**src/sv/epcal_pkg.sv**
```systemverilog
// ----------------------------------------------------------------------------
// epcal_pkg: shared types and constants for the epoch seconds to calendar core
// Item and result records, register codes, reciprocal multipliers for the
// constant divisions and the month-start table.
// ----------------------------------------------------------------------------
package epcal_pkg;

	// configuration register codes
	typedef enum logic [1:0] {
		REG_EPOCH_BASE_DAYS     = 2'd0,
		REG_ZONE_OFFSET_SECONDS = 2'd1
	} cfg_reg_t;

	localparam int CFG_INDEX_W = 2;
	localparam int CFG_DATA_W  = 17;

	localparam logic [15:0] BASE_DAYS_RESET = 16'd25567;
	localparam logic [31:0] HALF_DAY_SECS   = 32'd43200;
	// one day of bias keeps the adjusted seconds non-negative
	localparam logic [33:0] SECS_BIAS       = 34'd86400;
	localparam logic [33:0] SECS_BIAS_WRAP  = 34'd172800;

	// floor(x / d) = (x * M) >> K over the value range that reaches each unit
	localparam logic [26:0] RECIP_675  = 27'd101806633; // on secs >> 7, K = 36
	localparam logic [16:0] RECIP_3600 = 17'd74566;     // K = 28
	localparam logic [12:0] RECIP_60   = 13'd4370;      // K = 18
	localparam logic [17:0] RECIP_365  = 18'd183861;    // K = 26
	localparam logic [10:0] RECIP_100  = 11'd1311;      // K = 17
	localparam logic [11:0] RECIP_31   = 12'd2115;      // K = 16
	localparam logic [17:0] RECIP_7    = 18'd149797;    // K = 20

	typedef struct packed {
		logic        [32:0] secs_biased;
		logic signed [17:0] day_base;
	} epcal_item_t;

	typedef struct packed {
		logic [5:0] second;
		logic [5:0] minute;
		logic [4:0] hour;
		logic [4:0] month_day;
		logic [3:0] month;
		logic [8:0] years_since_1900;
		logic [8:0] year_day;
		logic [2:0] week_day;
	} epcal_result_t;

	typedef struct packed {
		logic full;
		logic empty;
	} epcal_queue_status_t;

	typedef struct packed {
		logic idle;
		logic pop;
	} epcal_back_status_t;

	// first day of month idx (0..12) within the year
	function automatic logic [8:0] month_first_day(input logic leap, input logic [3:0] idx);
		logic [8:0] base;
		case (idx)
			4'd0: base = 9'd0;
			4'd1: base = 9'd31;
			4'd2: base = 9'd59;
			4'd3: base = 9'd90;
			4'd4: base = 9'd120;
			4'd5: base = 9'd151;
			4'd6: base = 9'd181;
			4'd7: base = 9'd212;
			4'd8: base = 9'd243;
			4'd9: base = 9'd273;
			4'd10: base = 9'd304;
			4'd11: base = 9'd334;
			4'd12: base = 9'd365;
			default: base = 9'd0;
		endcase
		if (leap && idx >= 4'd2) begin
			base = base + 9'd1;
		end
		return base;
	endfunction

endpackage

```
**src/sv/epcal_front.sv**
```systemverilog
// ----------------------------------------------------------------------------
// epcal_front: configuration registers and input classification
// Holds the base day count and zone offset, folds the half-day wrap and the
// offset into a biased seconds value and a day base, and pushes the item.
// ----------------------------------------------------------------------------
module epcal_front (
	input  logic                               clk,
	input  logic                               arst_n,
	input  logic                               cfg_valid,
	output logic                               cfg_ready,
	input  logic [epcal_pkg::CFG_INDEX_W-1:0]  cfg_index,
	input  logic [epcal_pkg::CFG_DATA_W-1:0]   cfg_data,
	input  logic                               in_valid,
	output logic                               in_stall,
	input  logic [31:0]                        elapsed_seconds,
	input  epcal_pkg::epcal_queue_status_t     qstat,
	output logic                               push,
	output epcal_pkg::epcal_item_t             push_item
);

	logic        [15:0] base_days_q;
	logic signed [16:0] zone_offset_q;
	logic               wrap;
	logic        [33:0] secs_sum;
	logic        [17:0] day_base;

	assign cfg_ready = 1'b1;

	always_ff @(posedge clk or negedge arst_n) begin
		if (!arst_n) begin
			base_days_q   <= epcal_pkg::BASE_DAYS_RESET;
			zone_offset_q <= '0;
		end else if (cfg_valid) begin
			case (epcal_pkg::cfg_reg_t'(cfg_index))
				epcal_pkg::REG_EPOCH_BASE_DAYS: base_days_q <= cfg_data[15:0];
				epcal_pkg::REG_ZONE_OFFSET_SECONDS: zone_offset_q <= $signed(cfg_data);
				default: ;
			endcase
		end
	end

	// early seconds with a positive offset borrow a day from the base
	assign wrap = (elapsed_seconds < epcal_pkg::HALF_DAY_SECS) && !zone_offset_q[16]
		&& (zone_offset_q != '0);

	assign secs_sum = {2'b00, elapsed_seconds}
		+ (wrap ? epcal_pkg::SECS_BIAS_WRAP : epcal_pkg::SECS_BIAS)
		- {{17{zone_offset_q[16]}}, zone_offset_q};

	// minus one more day to undo the bias
	assign day_base = {2'b00, base_days_q} - {17'b0, wrap} - 18'd1;

	assign in_stall              = qstat.full;
	assign push                  = in_valid && !qstat.full;
	assign push_item.secs_biased = secs_sum[32:0];
	assign push_item.day_base    = $signed(day_base);

endmodule

```
**src/sv/epcal_queue.sv**
```systemverilog
// ----------------------------------------------------------------------------
// epcal_queue: two-entry queue between front and back
// Lets the front take a new item while the back is still converting.
// ----------------------------------------------------------------------------
module epcal_queue (
	input  logic                           clk,
	input  logic                           arst_n,
	input  logic                           push,
	input  epcal_pkg::epcal_item_t         push_item,
	input  logic                           pop,
	output epcal_pkg::epcal_item_t         head,
	output epcal_pkg::epcal_queue_status_t qstat
);

	epcal_pkg::epcal_item_t entry_q [2];
	logic [1:0]             count_q;
	logic                   wr_ptr_q;
	logic                   rd_ptr_q;

	always_ff @(posedge clk or negedge arst_n) begin
		if (!arst_n) begin
			count_q  <= '0;
			wr_ptr_q <= 1'b0;
			rd_ptr_q <= 1'b0;
		end else begin
			if (push) begin
				wr_ptr_q <= ~wr_ptr_q;
			end
			if (pop) begin
				rd_ptr_q <= ~rd_ptr_q;
			end
			case ({push, pop})
				2'b10: count_q <= count_q + 2'd1;
				2'b01: count_q <= count_q - 2'd1;
				default: ;
			endcase
		end
	end

	always_ff @(posedge clk) begin
		if (push) begin
			entry_q[wr_ptr_q] <= push_item;
		end
	end

	assign head        = entry_q[rd_ptr_q];
	assign qstat.full  = (count_q == 2'd2);
	assign qstat.empty = (count_q == 2'd0);

endmodule

```
**src/sv/epcal_back.sv**
```systemverilog
// ----------------------------------------------------------------------------
// epcal_back: conversion sequencer and output register
// Walks one item through the day split, time of day, year estimate and
// correction, weekday and month lookup, with at most two multiplies per step.
// ----------------------------------------------------------------------------
module epcal_back (
	input  logic                          clk,
	input  logic                          arst_n,
	input  epcal_pkg::epcal_queue_status_t qstat,
	input  epcal_pkg::epcal_item_t        head,
	output epcal_pkg::epcal_back_status_t bstat,
	output logic                          out_valid,
	input  logic                          out_stall,
	output epcal_pkg::epcal_result_t      result
);

	typedef enum logic [13:0] {
		ST_IDLE  = 14'b00000000000001,
		ST_DAY   = 14'b00000000000010,
		ST_SPLIT = 14'b00000000000100,
		ST_HOUR  = 14'b00000000001000,
		ST_MREM  = 14'b00000000010000,
		ST_MIN   = 14'b00000000100000,
		ST_SEC   = 14'b00000001000000,
		ST_WDAY  = 14'b00000010000000,
		ST_YPRE  = 14'b00000100000000,
		ST_YSUM  = 14'b00001000000000,
		ST_YCHK  = 14'b00010000000000,
		ST_MEST  = 14'b00100000000000,
		ST_MFIX  = 14'b01000000000000,
		ST_DONE  = 14'b10000000000000
	} state_t;

	state_t state_q, state_d;
	logic   out_valid_q;
	logic   load_out;

	logic        [32:0] x_q;
	logic signed [17:0] dbase_q;
	logic        [16:0] qd_q;
	logic        [16:0] r_q;
	logic signed [17:0] days_q;
	logic        [4:0]  hour_q;
	logic        [5:0]  minute_q;
	logic        [5:0]  second_q;
	logic        [8:0]  year_q;
	logic        [14:0] wq_q;
	logic        [2:0]  wday_q;
	logic        [5:0]  p100_q;
	logic        [17:0] dby_q;
	logic        [6:0]  rp100_q;
	logic        [8:0]  doy_q;
	logic               leap_q;
	logic        [3:0]  mon_q;
	logic        [4:0]  mday_q;
	epcal_pkg::epcal_result_t result_q;

	logic        [52:0] day_prod;
	logic        [33:0] day_secs;
	logic        [32:0] rem_secs;
	logic        [33:0] hr_prod;
	logic        [16:0] hr_secs;
	logic        [24:0] mn_prod;
	logic        [11:0] mn_secs;
	logic        [11:0] sec_full;
	logic        [34:0] yr_prod;
	logic        [16:0] dp1;
	logic        [34:0] wd_prod;
	logic        [16:0] wd_back;
	logic        [16:0] wd_rem;
	logic        [11:0] prior;
	logic        [22:0] pr_prod;
	logic        [17:0] yr_days;
	logic        [17:0] dby;
	logic        [11:0] rp100;
	logic signed [18:0] doy;
	logic               doy_neg;
	logic               y_cent;
	logic        [5:0]  y_q100;
	logic               leap;
	logic        [20:0] ms_prod;
	logic        [4:0]  m_est;
	logic        [8:0]  next_start;
	logic               m_step;
	logic        [3:0]  m_fix;
	logic        [8:0]  mday_full;

	// days and seconds of day from the biased seconds
	assign day_prod = 53'(x_q[32:7]) * 53'(epcal_pkg::RECIP_675);
	assign day_secs = 34'(qd_q) * 34'd86400;
	assign rem_secs = x_q - day_secs[32:0];

	assign hr_prod  = 34'(r_q) * 34'(epcal_pkg::RECIP_3600);
	assign hr_secs  = 17'(hour_q) * 17'd3600;
	assign mn_prod  = 25'(r_q[11:0]) * 25'(epcal_pkg::RECIP_60);
	assign mn_secs  = 12'(minute_q) * 12'd60;
	assign sec_full = r_q[11:0] - mn_secs;

	assign yr_prod  = 35'(days_q[16:0]) * 35'(epcal_pkg::RECIP_365);
	assign dp1      = days_q[16:0] + 17'd1;
	assign wd_prod  = 35'(dp1) * 35'(epcal_pkg::RECIP_7);
	assign wd_back  = 17'(wq_q) * 17'd7;
	assign wd_rem   = dp1 - wd_back;

	// days before Jan 1 of the estimated year
	assign prior   = 12'd1899 + 12'(year_q);
	assign pr_prod = 23'(prior) * 23'(epcal_pkg::RECIP_100);
	assign yr_days = 18'(year_q) * 18'd365;
	assign dby     = yr_days + 18'(prior[11:2]) + 18'(p100_q[5:2]) - 18'(p100_q) - 18'd460;
	assign rp100   = prior - 12'(p100_q) * 12'd100;

	assign doy     = {days_q[17], days_q} - $signed({1'b0, dby_q});
	assign doy_neg = doy[18];

	// leap rule for the year after prior
	assign y_cent = (rp100_q == 7'd99);
	assign y_q100 = p100_q + {5'b0, y_cent};
	assign leap   = ((year_q[1:0] == 2'b00) && !y_cent) || (y_cent && (y_q100[1:0] == 2'b00));

	assign ms_prod    = 21'(doy_q) * 21'(epcal_pkg::RECIP_31);
	assign m_est      = ms_prod[20:16];
	assign next_start = epcal_pkg::month_first_day(leap_q, mon_q + 4'd1);
	assign m_step     = (mon_q < 4'd11) && (doy_q >= next_start);
	assign m_fix      = m_step ? mon_q + 4'd1 : mon_q;
	assign mday_full  = doy_q - epcal_pkg::month_first_day(leap_q, m_fix) + 9'd1;

	assign load_out = (state_q == ST_DONE) && (!out_valid_q || !out_stall);

	always_comb begin
		state_d = state_q;
		case (state_q)
			ST_IDLE: begin
				if (!qstat.empty) begin
					state_d = ST_DAY;
				end
			end
			ST_DAY:   state_d = ST_SPLIT;
			ST_SPLIT: state_d = ST_HOUR;
			ST_HOUR:  state_d = ST_MREM;
			ST_MREM:  state_d = ST_MIN;
			ST_MIN:   state_d = ST_SEC;
			ST_SEC:   state_d = ST_WDAY;
			ST_WDAY:  state_d = days_q[17] ? ST_DONE : ST_YPRE;
			ST_YPRE:  state_d = ST_YSUM;
			ST_YSUM:  state_d = ST_YCHK;
			ST_YCHK: begin
				// step the year back until Jan 1 is not after the day
				if (doy_neg && year_q != 9'd0) begin
					state_d = ST_YPRE;
				end else begin
					state_d = ST_MEST;
				end
			end
			ST_MEST:  state_d = ST_MFIX;
			ST_MFIX:  state_d = ST_DONE;
			ST_DONE: begin
				if (load_out) begin
					state_d = ST_IDLE;
				end
			end
			default:  state_d = ST_IDLE;
		endcase
	end

	always_ff @(posedge clk or negedge arst_n) begin
		if (!arst_n) begin
			state_q     <= ST_IDLE;
			out_valid_q <= 1'b0;
		end else begin
			state_q <= state_d;
			if (load_out) begin
				out_valid_q <= 1'b1;
			end else if (!out_stall) begin
				out_valid_q <= 1'b0;
			end
		end
	end

	always_ff @(posedge clk) begin
		case (state_q)
			ST_IDLE: begin
				x_q     <= head.secs_biased;
				dbase_q <= head.day_base;
			end
			ST_DAY: qd_q <= day_prod[52:36];
			ST_SPLIT: begin
				r_q    <= rem_secs[16:0];
				days_q <= dbase_q + $signed({1'b0, qd_q});
			end
			ST_HOUR: hour_q <= hr_prod[32:28];
			ST_MREM: r_q <= r_q - hr_secs;
			ST_MIN:  minute_q <= mn_prod[23:18];
			ST_SEC: begin
				second_q <= sec_full[5:0];
				year_q   <= yr_prod[34:26];
			end
			ST_WDAY: wq_q <= wd_prod[34:20];
			ST_YPRE: begin
				wday_q <= wd_rem[2:0];
				p100_q <= pr_prod[22:17];
			end
			ST_YSUM: begin
				dby_q   <= dby;
				rp100_q <= rp100[6:0];
			end
			ST_YCHK: begin
				if (doy_neg && year_q != 9'd0) begin
					year_q <= year_q - 9'd1;
				end else begin
					doy_q  <= doy_neg ? 9'd0 : doy[8:0];
					leap_q <= leap;
				end
			end
			ST_MEST: mon_q <= (m_est > 5'd11) ? 4'd11 : m_est[3:0];
			ST_MFIX: begin
				mon_q  <= m_fix;
				mday_q <= mday_full[4:0];
			end
			ST_DONE: begin
				if (load_out) begin
					result_q.second <= second_q;
					result_q.minute <= minute_q;
					result_q.hour   <= hour_q;
					// before 1900 the date reads as Jan 1 1900
					if (days_q[17]) begin
						result_q.month_day        <= 5'd1;
						result_q.month            <= 4'd0;
						result_q.years_since_1900 <= 9'd0;
						result_q.year_day         <= 9'd0;
						result_q.week_day         <= 3'd1;
					end else begin
						result_q.month_day        <= mday_q;
						result_q.month            <= mon_q;
						result_q.years_since_1900 <= year_q;
						result_q.year_day         <= doy_q;
						result_q.week_day         <= wday_q;
					end
				end
			end
			default: ;
		endcase
	end

	assign bstat.idle = (state_q == ST_IDLE);
	assign bstat.pop  = (state_q == ST_IDLE) && !qstat.empty;
	assign out_valid  = out_valid_q;
	assign result     = result_q;

endmodule

```
**src/sv/epoch_seconds_to_calendar_core.sv**
```systemverilog
// ----------------------------------------------------------------------------
// epoch_seconds_to_calendar_core: seconds since epoch to broken-down time
// Front classification, two-entry queue and conversion sequencer.
// ----------------------------------------------------------------------------
// Each item picked up from the queue runs through the conversion steps to one
// result; the year steps repeat when the year estimate is one year high and
// has to step back (it is never more than one year high), and a date before
// 1900 skips the year and month steps. The conversion sequencer takes one
// multiply-based step per cycle, holds one item at a time and waits with the finished result while the output stalls.
// Two more items can wait in the queue and one finished result in the output
// register. Write the configuration registers only while no item is in flight.
module epoch_seconds_to_calendar_core (
	input  logic                              clk,
	input  logic                              arst_n,
	input  logic                              cfg_valid,
	output logic                              cfg_ready,
	input  logic [epcal_pkg::CFG_INDEX_W-1:0] cfg_index,
	input  logic [epcal_pkg::CFG_DATA_W-1:0]  cfg_data,
	input  logic                              in_valid,
	output logic                              in_stall,
	input  logic [31:0]                       elapsed_seconds,
	output logic                              out_valid,
	input  logic                              out_stall,
	output logic [5:0]                        second,
	output logic [5:0]                        minute,
	output logic [4:0]                        hour,
	output logic [4:0]                        month_day,
	output logic [3:0]                        month,
	output logic [8:0]                        years_since_1900,
	output logic [8:0]                        year_day,
	output logic [2:0]                        week_day
);

	epcal_pkg::epcal_queue_status_t qstat;
	epcal_pkg::epcal_back_status_t  bstat;
	epcal_pkg::epcal_item_t         push_item;
	epcal_pkg::epcal_item_t         head;
	epcal_pkg::epcal_result_t       result;
	logic                           push;

	epcal_front u_front (
		.clk             (clk),
		.arst_n          (arst_n),
		.cfg_valid       (cfg_valid),
		.cfg_ready       (cfg_ready),
		.cfg_index       (cfg_index),
		.cfg_data        (cfg_data),
		.in_valid        (in_valid),
		.in_stall        (in_stall),
		.elapsed_seconds (elapsed_seconds),
		.qstat           (qstat),
		.push            (push),
		.push_item       (push_item)
	);

	epcal_queue u_queue (
		.clk       (clk),
		.arst_n    (arst_n),
		.push      (push),
		.push_item (push_item),
		.pop       (bstat.pop),
		.head      (head),
		.qstat     (qstat)
	);

	epcal_back u_back (
		.clk       (clk),
		.arst_n    (arst_n),
		.qstat     (qstat),
		.head      (head),
		.bstat     (bstat),
		.out_valid (out_valid),
		.out_stall (out_stall),
		.result    (result)
	);

	assign second           = result.second;
	assign minute           = result.minute;
	assign hour             = result.hour;
	assign month_day        = result.month_day;
	assign month            = result.month;
	assign years_since_1900 = result.years_since_1900;
	assign year_day         = result.year_day;
	assign week_day         = result.week_day;

	// time of day stays in range after the reciprocal divisions
	a_tod_range: assert property (@(posedge clk) disable iff (!arst_n)
		out_valid |-> (second < 6'd60) && (minute < 6'd60) && (hour < 5'd24))
		else $error("time of day out of range");

	// date fields stay in range after the year correction and month step
	a_date_range: assert property (@(posedge clk) disable iff (!arst_n)
		out_valid |-> (month < 4'd12) && (month_day != 5'd0) && (year_day < 9'd366)
			&& (week_day < 3'd7))
		else $error("date field out of range");

	// a waiting item is picked up by an idle sequencer
	a_pickup: assert property (@(posedge clk) disable iff (!arst_n)
		(bstat.idle && !qstat.empty) |=> !bstat.idle)
		else $error("queued item not picked up");

	a_pop_nonempty: assert property (@(posedge clk) disable iff (!arst_n)
		bstat.pop |-> !qstat.empty)
		else $error("pop from empty queue");

endmodule

```
**config.mk**
```make
export PLATFORM = sky130hd
export DESIGN_NAME = epoch_seconds_to_calendar_core
export DESIGN_NICKNAME = d
export VERILOG_FILES = /design/src/sv/epcal_pkg.sv /design/src/sv/epcal_front.sv /design/src/sv/epcal_queue.sv /design/src/sv/epcal_back.sv /design/src/sv/epoch_seconds_to_calendar_core.sv
export SDC_FILE = /design/constraint.sdc
export NUM_CORES = 2
export LEC_CHECK = 0
export BUFFER_PORTS_ARGS = -buffer_cell sky130_fd_sc_hd__clkbuf_2
export CELL_PAD_IN_SITES_DETAIL_PLACEMENT = 2
export CELL_PAD_IN_SITES_GLOBAL_PLACEMENT = 2
export CORE_MARGIN = 1.5
export CORE_UTILIZATION = 45
export DETAILED_ROUTE_END_ITERATION = 12
export MAX_ROUTING_LAYER = met4
export PLACE_DENSITY_LB_ADDON = 0.1
export SYNTH_ARGS = -nofsm -noshare
export SYNTH_HDL_FRONTEND = slang
export SYNTH_SLANG_ARGS = --single-unit
```
**constraint.sdc**
```tcl
create_clock -name clk -period 23 [get_ports clk]
set_clock_uncertainty 0.15 [all_clocks]
set_input_delay 3.45 -clock clk [delete_from_list [all_inputs] [get_ports clk]]
set_output_delay 3.45 -clock clk [all_outputs]
set_load 0.005 [all_outputs]
```
; Word-level counts from Yosys, hierarchy flattened
; Memory sizes are Yosys's and may differ from the RTL's. A register that Yosys moved wholly into a read port is not among the register bits.
; Cells that the tools add are included.
[totals]
ff_bits = 245
ramBits = 102
rom_bits = 288
inputBits = 56
output_inout_bits = 50
wordCells = 159
n_memories = 3
[mem_list]
columns = memory, words, width, read_ports, rd_clocked_by_memory_dff, wr, line
row1 = (no name shown), 16, 9, 1, 0, 0, epcal_pkg.sv:61  ; case (idx)
row2 = (no name shown), 16, 9, 1, 0, 0, epcal_pkg.sv:61
row3 = u_queue.entry_q, 2, 51, 1, 1, 1, epcal_queue.sv:15  ; epcal_pkg::epcal_item_t entry_q [2];
[classes]
addsub = 26
mul = 13
magnitude_cmp = 6
eq_ne = 23
n_mux = 19
n_bitwise = 3
reduce_logical = 35
[op_table]
columns = op, count
row1 = 14-bit case mux with 14 select lines, 1
row2 = 17-bit by 18-bit multiplier with 35-bit output (second input constant), 2
row3 = 26-bit by 27-bit multiplier with 53-bit output (second input constant), 1
row4 = 14-bit two-way mux, 3
row5 = 17-bit case mux with 2 select lines, 1
row6 = 17-bit subtractor, 2
row7 = 32-bit by 33-bit adder with 33-bit output, 1
row8 = 33-bit subtractor, 1
row9 = 32-bit by 16-bit less-than comparator with 1-bit output (second input constant), 1
row10 = 17-bit by 16-bit multiplier with 32-bit output (second input constant), 1
row11 = 12-bit by 11-bit multiplier with 23-bit output (second input constant), 1
row12 = 12-bit by 12-bit multiplier with 23-bit output (second input constant), 1
row13 = 9-bit by 12-bit multiplier with 21-bit output (second input constant), 1
row14 = 19-bit by 18-bit subtractor with 19-bit output, 1
row15 = 18-bit by 10-bit adder with 18-bit output, 1
row16 = 18-bit adder, 1
row17 = 18-bit by 4-bit adder with 18-bit output, 1
row18 = 9-bit by 9-bit multiplier with 18-bit output (second input constant), 1
row19 = 18-bit two-way mux, 1
row20 = 9-bit two-way mux, 2
row21 = 9-bit case mux with 2 select lines, 1
row22 = 18-bit by 1-bit subtractor with 18-bit output (second input constant), 1
row23 = 18-bit by 6-bit subtractor with 18-bit output, 1
row24 = 18-bit by 9-bit subtractor with 18-bit output (second input constant), 1
row25 = other kinds (57), 96

; Logic depth before layout (Yosys ltp)
[logic_depth]
word_depth = 12
depth_mapped = 36
ltp_nobuf = 35

; By module
; From an unflattened synthesis, not the netlist that was laid out.
[hier_totals]
cells_unflattened = 4555
hier_area_um2 = 49779.0
[by_module_without_submodules]
columns = module, n_inst, cells_each, area_per_inst_um2, seq_area_each_um2
row1 = epcal_back, 1, 3844, 41149.5, 7343.3
row2 = epcal_front, 1, 536, 4513.1, 839.6
row3 = epcal_queue, 1, 175, 4116.4, 3163.0

; Least setup slack after synthesis
; OpenSTA, ideal clock, no wires.
[synth_timing]
path_type = in2reg
start = in elapsed_seconds[7]
end = mem u_queue.entry_q[0][47] in the netlist's numbering, data pin
setup_ns = 0.262
arrival_ns = 7.241
t_required_ns = 22.588
setup_slack_ns = 15.346
path_stages = 15
path_buffers = 0
cell_sequence = a2111oi_0 -> o21ai_0 -> or4_1 -> fa_1 -> ha_1 -> a21o_1 -> a21o_1 -> a221o_1 -> nor4b_1 -> a21o_1 -> o41ai_2 -> o21ai_0 -> o21a_1 -> nor2_1 -> xnor2_1
[synth_rtl]
columns = item, line
row1 = start: declaration, epoch_seconds_to_calendar_core.sv:21  ; input logic [31:0] elapsed_seconds,
row2 = end: declaration, epcal_queue.sv:15

==> run_results.csv <==
group,metric,value,unit
finish,multiInputGateArea,33800,um2
synthesis,syn_avg_cell_area,10.9,um2
clocking,h-tree-depth,2,
drt,wirelength,142,mm
timing,fin_crit_sh,36.0,%
grt,grt_pass1_vias,39071,
min_path,min_path_cells,0,
synthesis,ys_warn_count,0,
timing,max_slew_margin,30.8,%
setup_path,startpoint_type,"input pin",
timing,finalSetupViolCount,0,
grt,grt_max_degree,53,
clocking,cts_setup_buffers,0,
finish,nFillCells,10961,
min_path,holdCritStartpoint,"u_back.minute_q[4]",
finish,nNetsFinal,6289,
setup_path,timing.rr.start,"u_back.year_q[0]",
drt,ant_nets,0,
clocking,cts_hold_buf,0,
timing,setup_tns,0,ns
clocking,path_clk_slew,0.06,ns
clocking,clk_latency,0.66,ns
setup_path,worst_r2r_endpoint,"u_back.p100_q[5]",
synthesis,ys.flop_type,"edfxtp_1",
synthesis,yosysTopAreaCell,"ha_1",
grt,overflow,0,
place,gp_congestion,0.864,
setup_path,crit_chain,"clkbuf_2 -> a2111oi_0 -> o21ai_0 -> or4_1 -> inv_1 -> ha_1 -> nor2b_1 -> nand2_1 -> or4_1 -> xnor2_1 -> o31ai_1 -> nand4_1 -> a211oi_1 -> nor3b_1",
status,outcome,"completed",
setup_path,crit_arrival,8.50,ns
clocking,cts.sinks,386,
job,drv_cap,0,
place,port_buffers,104,
grt,grt_usage,27.1,%
timing,final-max-slew-violation-count,0,
synthesis,synth.distinct_cells,93,
die,die_h,333,um
drt,drc,0,
drt,wl_per_cell,23.4,um
finish,seq_area,11300,um2
synthesis,synth_seq_cells,386,
clocking,ctsLongestPathBuffers,3,
drt,vias,33011,
clocking,root_buffer,"clkbuf_16",
synthesis,synthArstFlopShare,13.5,%
drt,via_per_inst,5.45,
timing,worst_slew_pin_slew,1.03,ns
die,rows,120,
synthesis,ys_seq_area_share,23.2,%
setup_path,cp_max_fo,10,
synthesis,syn-instance-count,4476,
grt,antenna_found_initial,1,
min_path,hp-class,"reg2reg",
clocking,cts-resized-gates,0,
synthesis,synthesis.nets,6146,
timing,timing.fmax,121,MHz
die,num_io_pins,106,
drt,drtIter0Drc,1258,
timing,worst_hold_slack,0.268,ns
synthesis,synth_top_area_share,28.4,%
synthesis,synth_edf_count,334,
setup_path,worstSetupEndpointType,"register",
setup_path,reg2regPathDepth,26,
setup_path,cp_common_cell,"or4_1",
die,core_area,107000,um2
finish,drive_gt1_share,7.73,%
die,die_w,333,um
die,fp.dieArea,111000,um2
setup_path,crit_required,23.22,ns
drt,firstDrtPassIters,7,
die,start_util,45.6,%
finish,syn_to_final_growth,8.24,%
place,dp_hpwl,118,mm
clocking,cts_tree,"yes",
min_path,whs_endpoint,"u_back.result[39]",
setup_path,reg2reg_slack,14.76,ns
setup_path,critPathKind,"in2reg",
timing,hold_viol,0,
setup_path,cpMaxStageDelayCell,"or4_1",
synthesis,synth_area_leaders,"ha_1 (28%), fa_1 (21%), edfxtp_1 (21%)",
timing,fin_crit,8.28,ns
timing,rsz0062_at_grt,"false",
setup_path,critical_path.max_stage_delay,0.69,ns
clocking,numCtsBuffers,49,
synthesis,netlist_area,48900,um2
grt,grt_pass1_wl,225,mm
-- placed cells by master (no fill, tap or decap), types with 82 or more instances in the layout --
cell      instances
a21oi_1         153
nand2_1         119
clkbuf_2        103
o21ai_0         107
xnor2_1         185
inv_1           965
fa_1            505
nor2_1          157
mux2_2           82
edfxtp_1        334
ha_1           1109
-- routing by layer --
metal	routed length [um]	vias to the layer above	share of wire [%]	track usage, %
met4	2820	0	2.0	5.34
met3	2900	152	2.0	2.23
li1	-	15299	-	-
met2	75700	372	53	50.1
met1	60200	17188	43	32.1
met5	0	-	0	-
-- Yosys cell counts (all sizes together) (18+ instances only) --
library cell,instances
a21o,71
a21oi,156
clkbuf,29
dfrtp,40
edfxtp,334
fa,505
ha,1109
inv,965
mux2,82
nand2,119
nand2b,25
nand3,46
nand4,22
nor2,158
nor2b,45
nor3,40
nor3b,23
nor4,26
o21a,23
o21ai,112
or2,18
or3,21
xnor2,185
xor2,66
-- state kept, by name (all words and copies together) (netlist names), 4 cells and up --
signal and count:
u_back.x_q 33, u_back.dbase_q 18, u_back.r_q 17, u_back.minute_q 6, u_back.state_q 14, u_back.mon_q 4, u_back.mday_q 5, u_back.year_q 9
u_back.p100_q 6, u_back.result 47, u_back.second_q 6, u_back.dby_q 18, u_queue.entry_q 102, u_back.days_q 18, u_back.doy_q 9, u_back.qd_q 17
u_front.zone_offset_q 17, u_front.base_days_q 16, u_back.rp100_q 7, u_back.hour_q 5
-- area by class of cell --
type / instances / area share, %
Multi-Input combinational cell: 3082 / 63.9
Sequential cell: 386 / 21.4
Inverter: 965 / 6.84
Tap cell: 1403 / 3.32
Clock buffer: 56 / 2.37
Timing Repair Buffer: 135 / 1.42
Clock inverter: 31 / 0.730
Antenna cell: 1 / 0.00473
-- how the worst max path moves through the flow --
stage | slack [ns] | depth (start not counted) | end | start
finish | 14.72 | 14 | u_queue.entry_q[0][16] | elapsed_seconds[7]
global route | 14.17 | 26 | u_back.p100_q[5] | u_back.year_q[0]
CTS | 14.67 | 26 | u_back.p100_q[5] | u_back.year_q[0]
detailed placement | 14.19 | 14 | u_queue.entry_q[0][16] | elapsed_seconds[7]
global placement | 14.51 | 16 | u_queue.entry_q[0][47] | elapsed_seconds[7]
floorplan | 15.35 | 15 | u_queue.entry_q[0][47] | elapsed_seconds[7]
-- cells by family (layout without fill, tap and decap cells) --
kind of cell             count (synthesis)  count (layout)  share of synthesized area (%)
AND/OR/NAND/NOR                        599             599                           6.30
other                                    1               2                        0.00767
flip-flops                             386             386                           23.2
multiplexers                            89              89                           2.03
AO/OA/AOI/OAI                          528             528                           7.11
XOR/XNOR                               251             251                           4.51
buffers and inverters                 1008            1187                           7.79
adder cells (fa/ha/maj)               1614            1614                           49.0
-- per-stage QoR --
step	cells	cell area [um2]	util (%)	setup slack (ns)
after floorplan	4476	48900	-	15.35
after detailed placement	5971	51300	47.8	14.19
after CTS	6058	52900	49.3	14.67
after global routing	6058	52900	49.3	14.17
after global placement	5971	51300	47.8	14.51
final	6059	52900	49.3	14.72
-- worst max-delay path, delay by kind of cell --
kind                       cells  cell delay, ns
xor gates and xnor gates       1            0.16
buffers and inverters          2            0.34
adders and majority gates      1            0.23
AOI/OAI and AO/OA              4            1.53
and+or+nand+nor                6            2.80
Power is left out: the tool's default activity adds up to more than one toggle a clock period on the data nets, which glitch-free logic cannot reach.
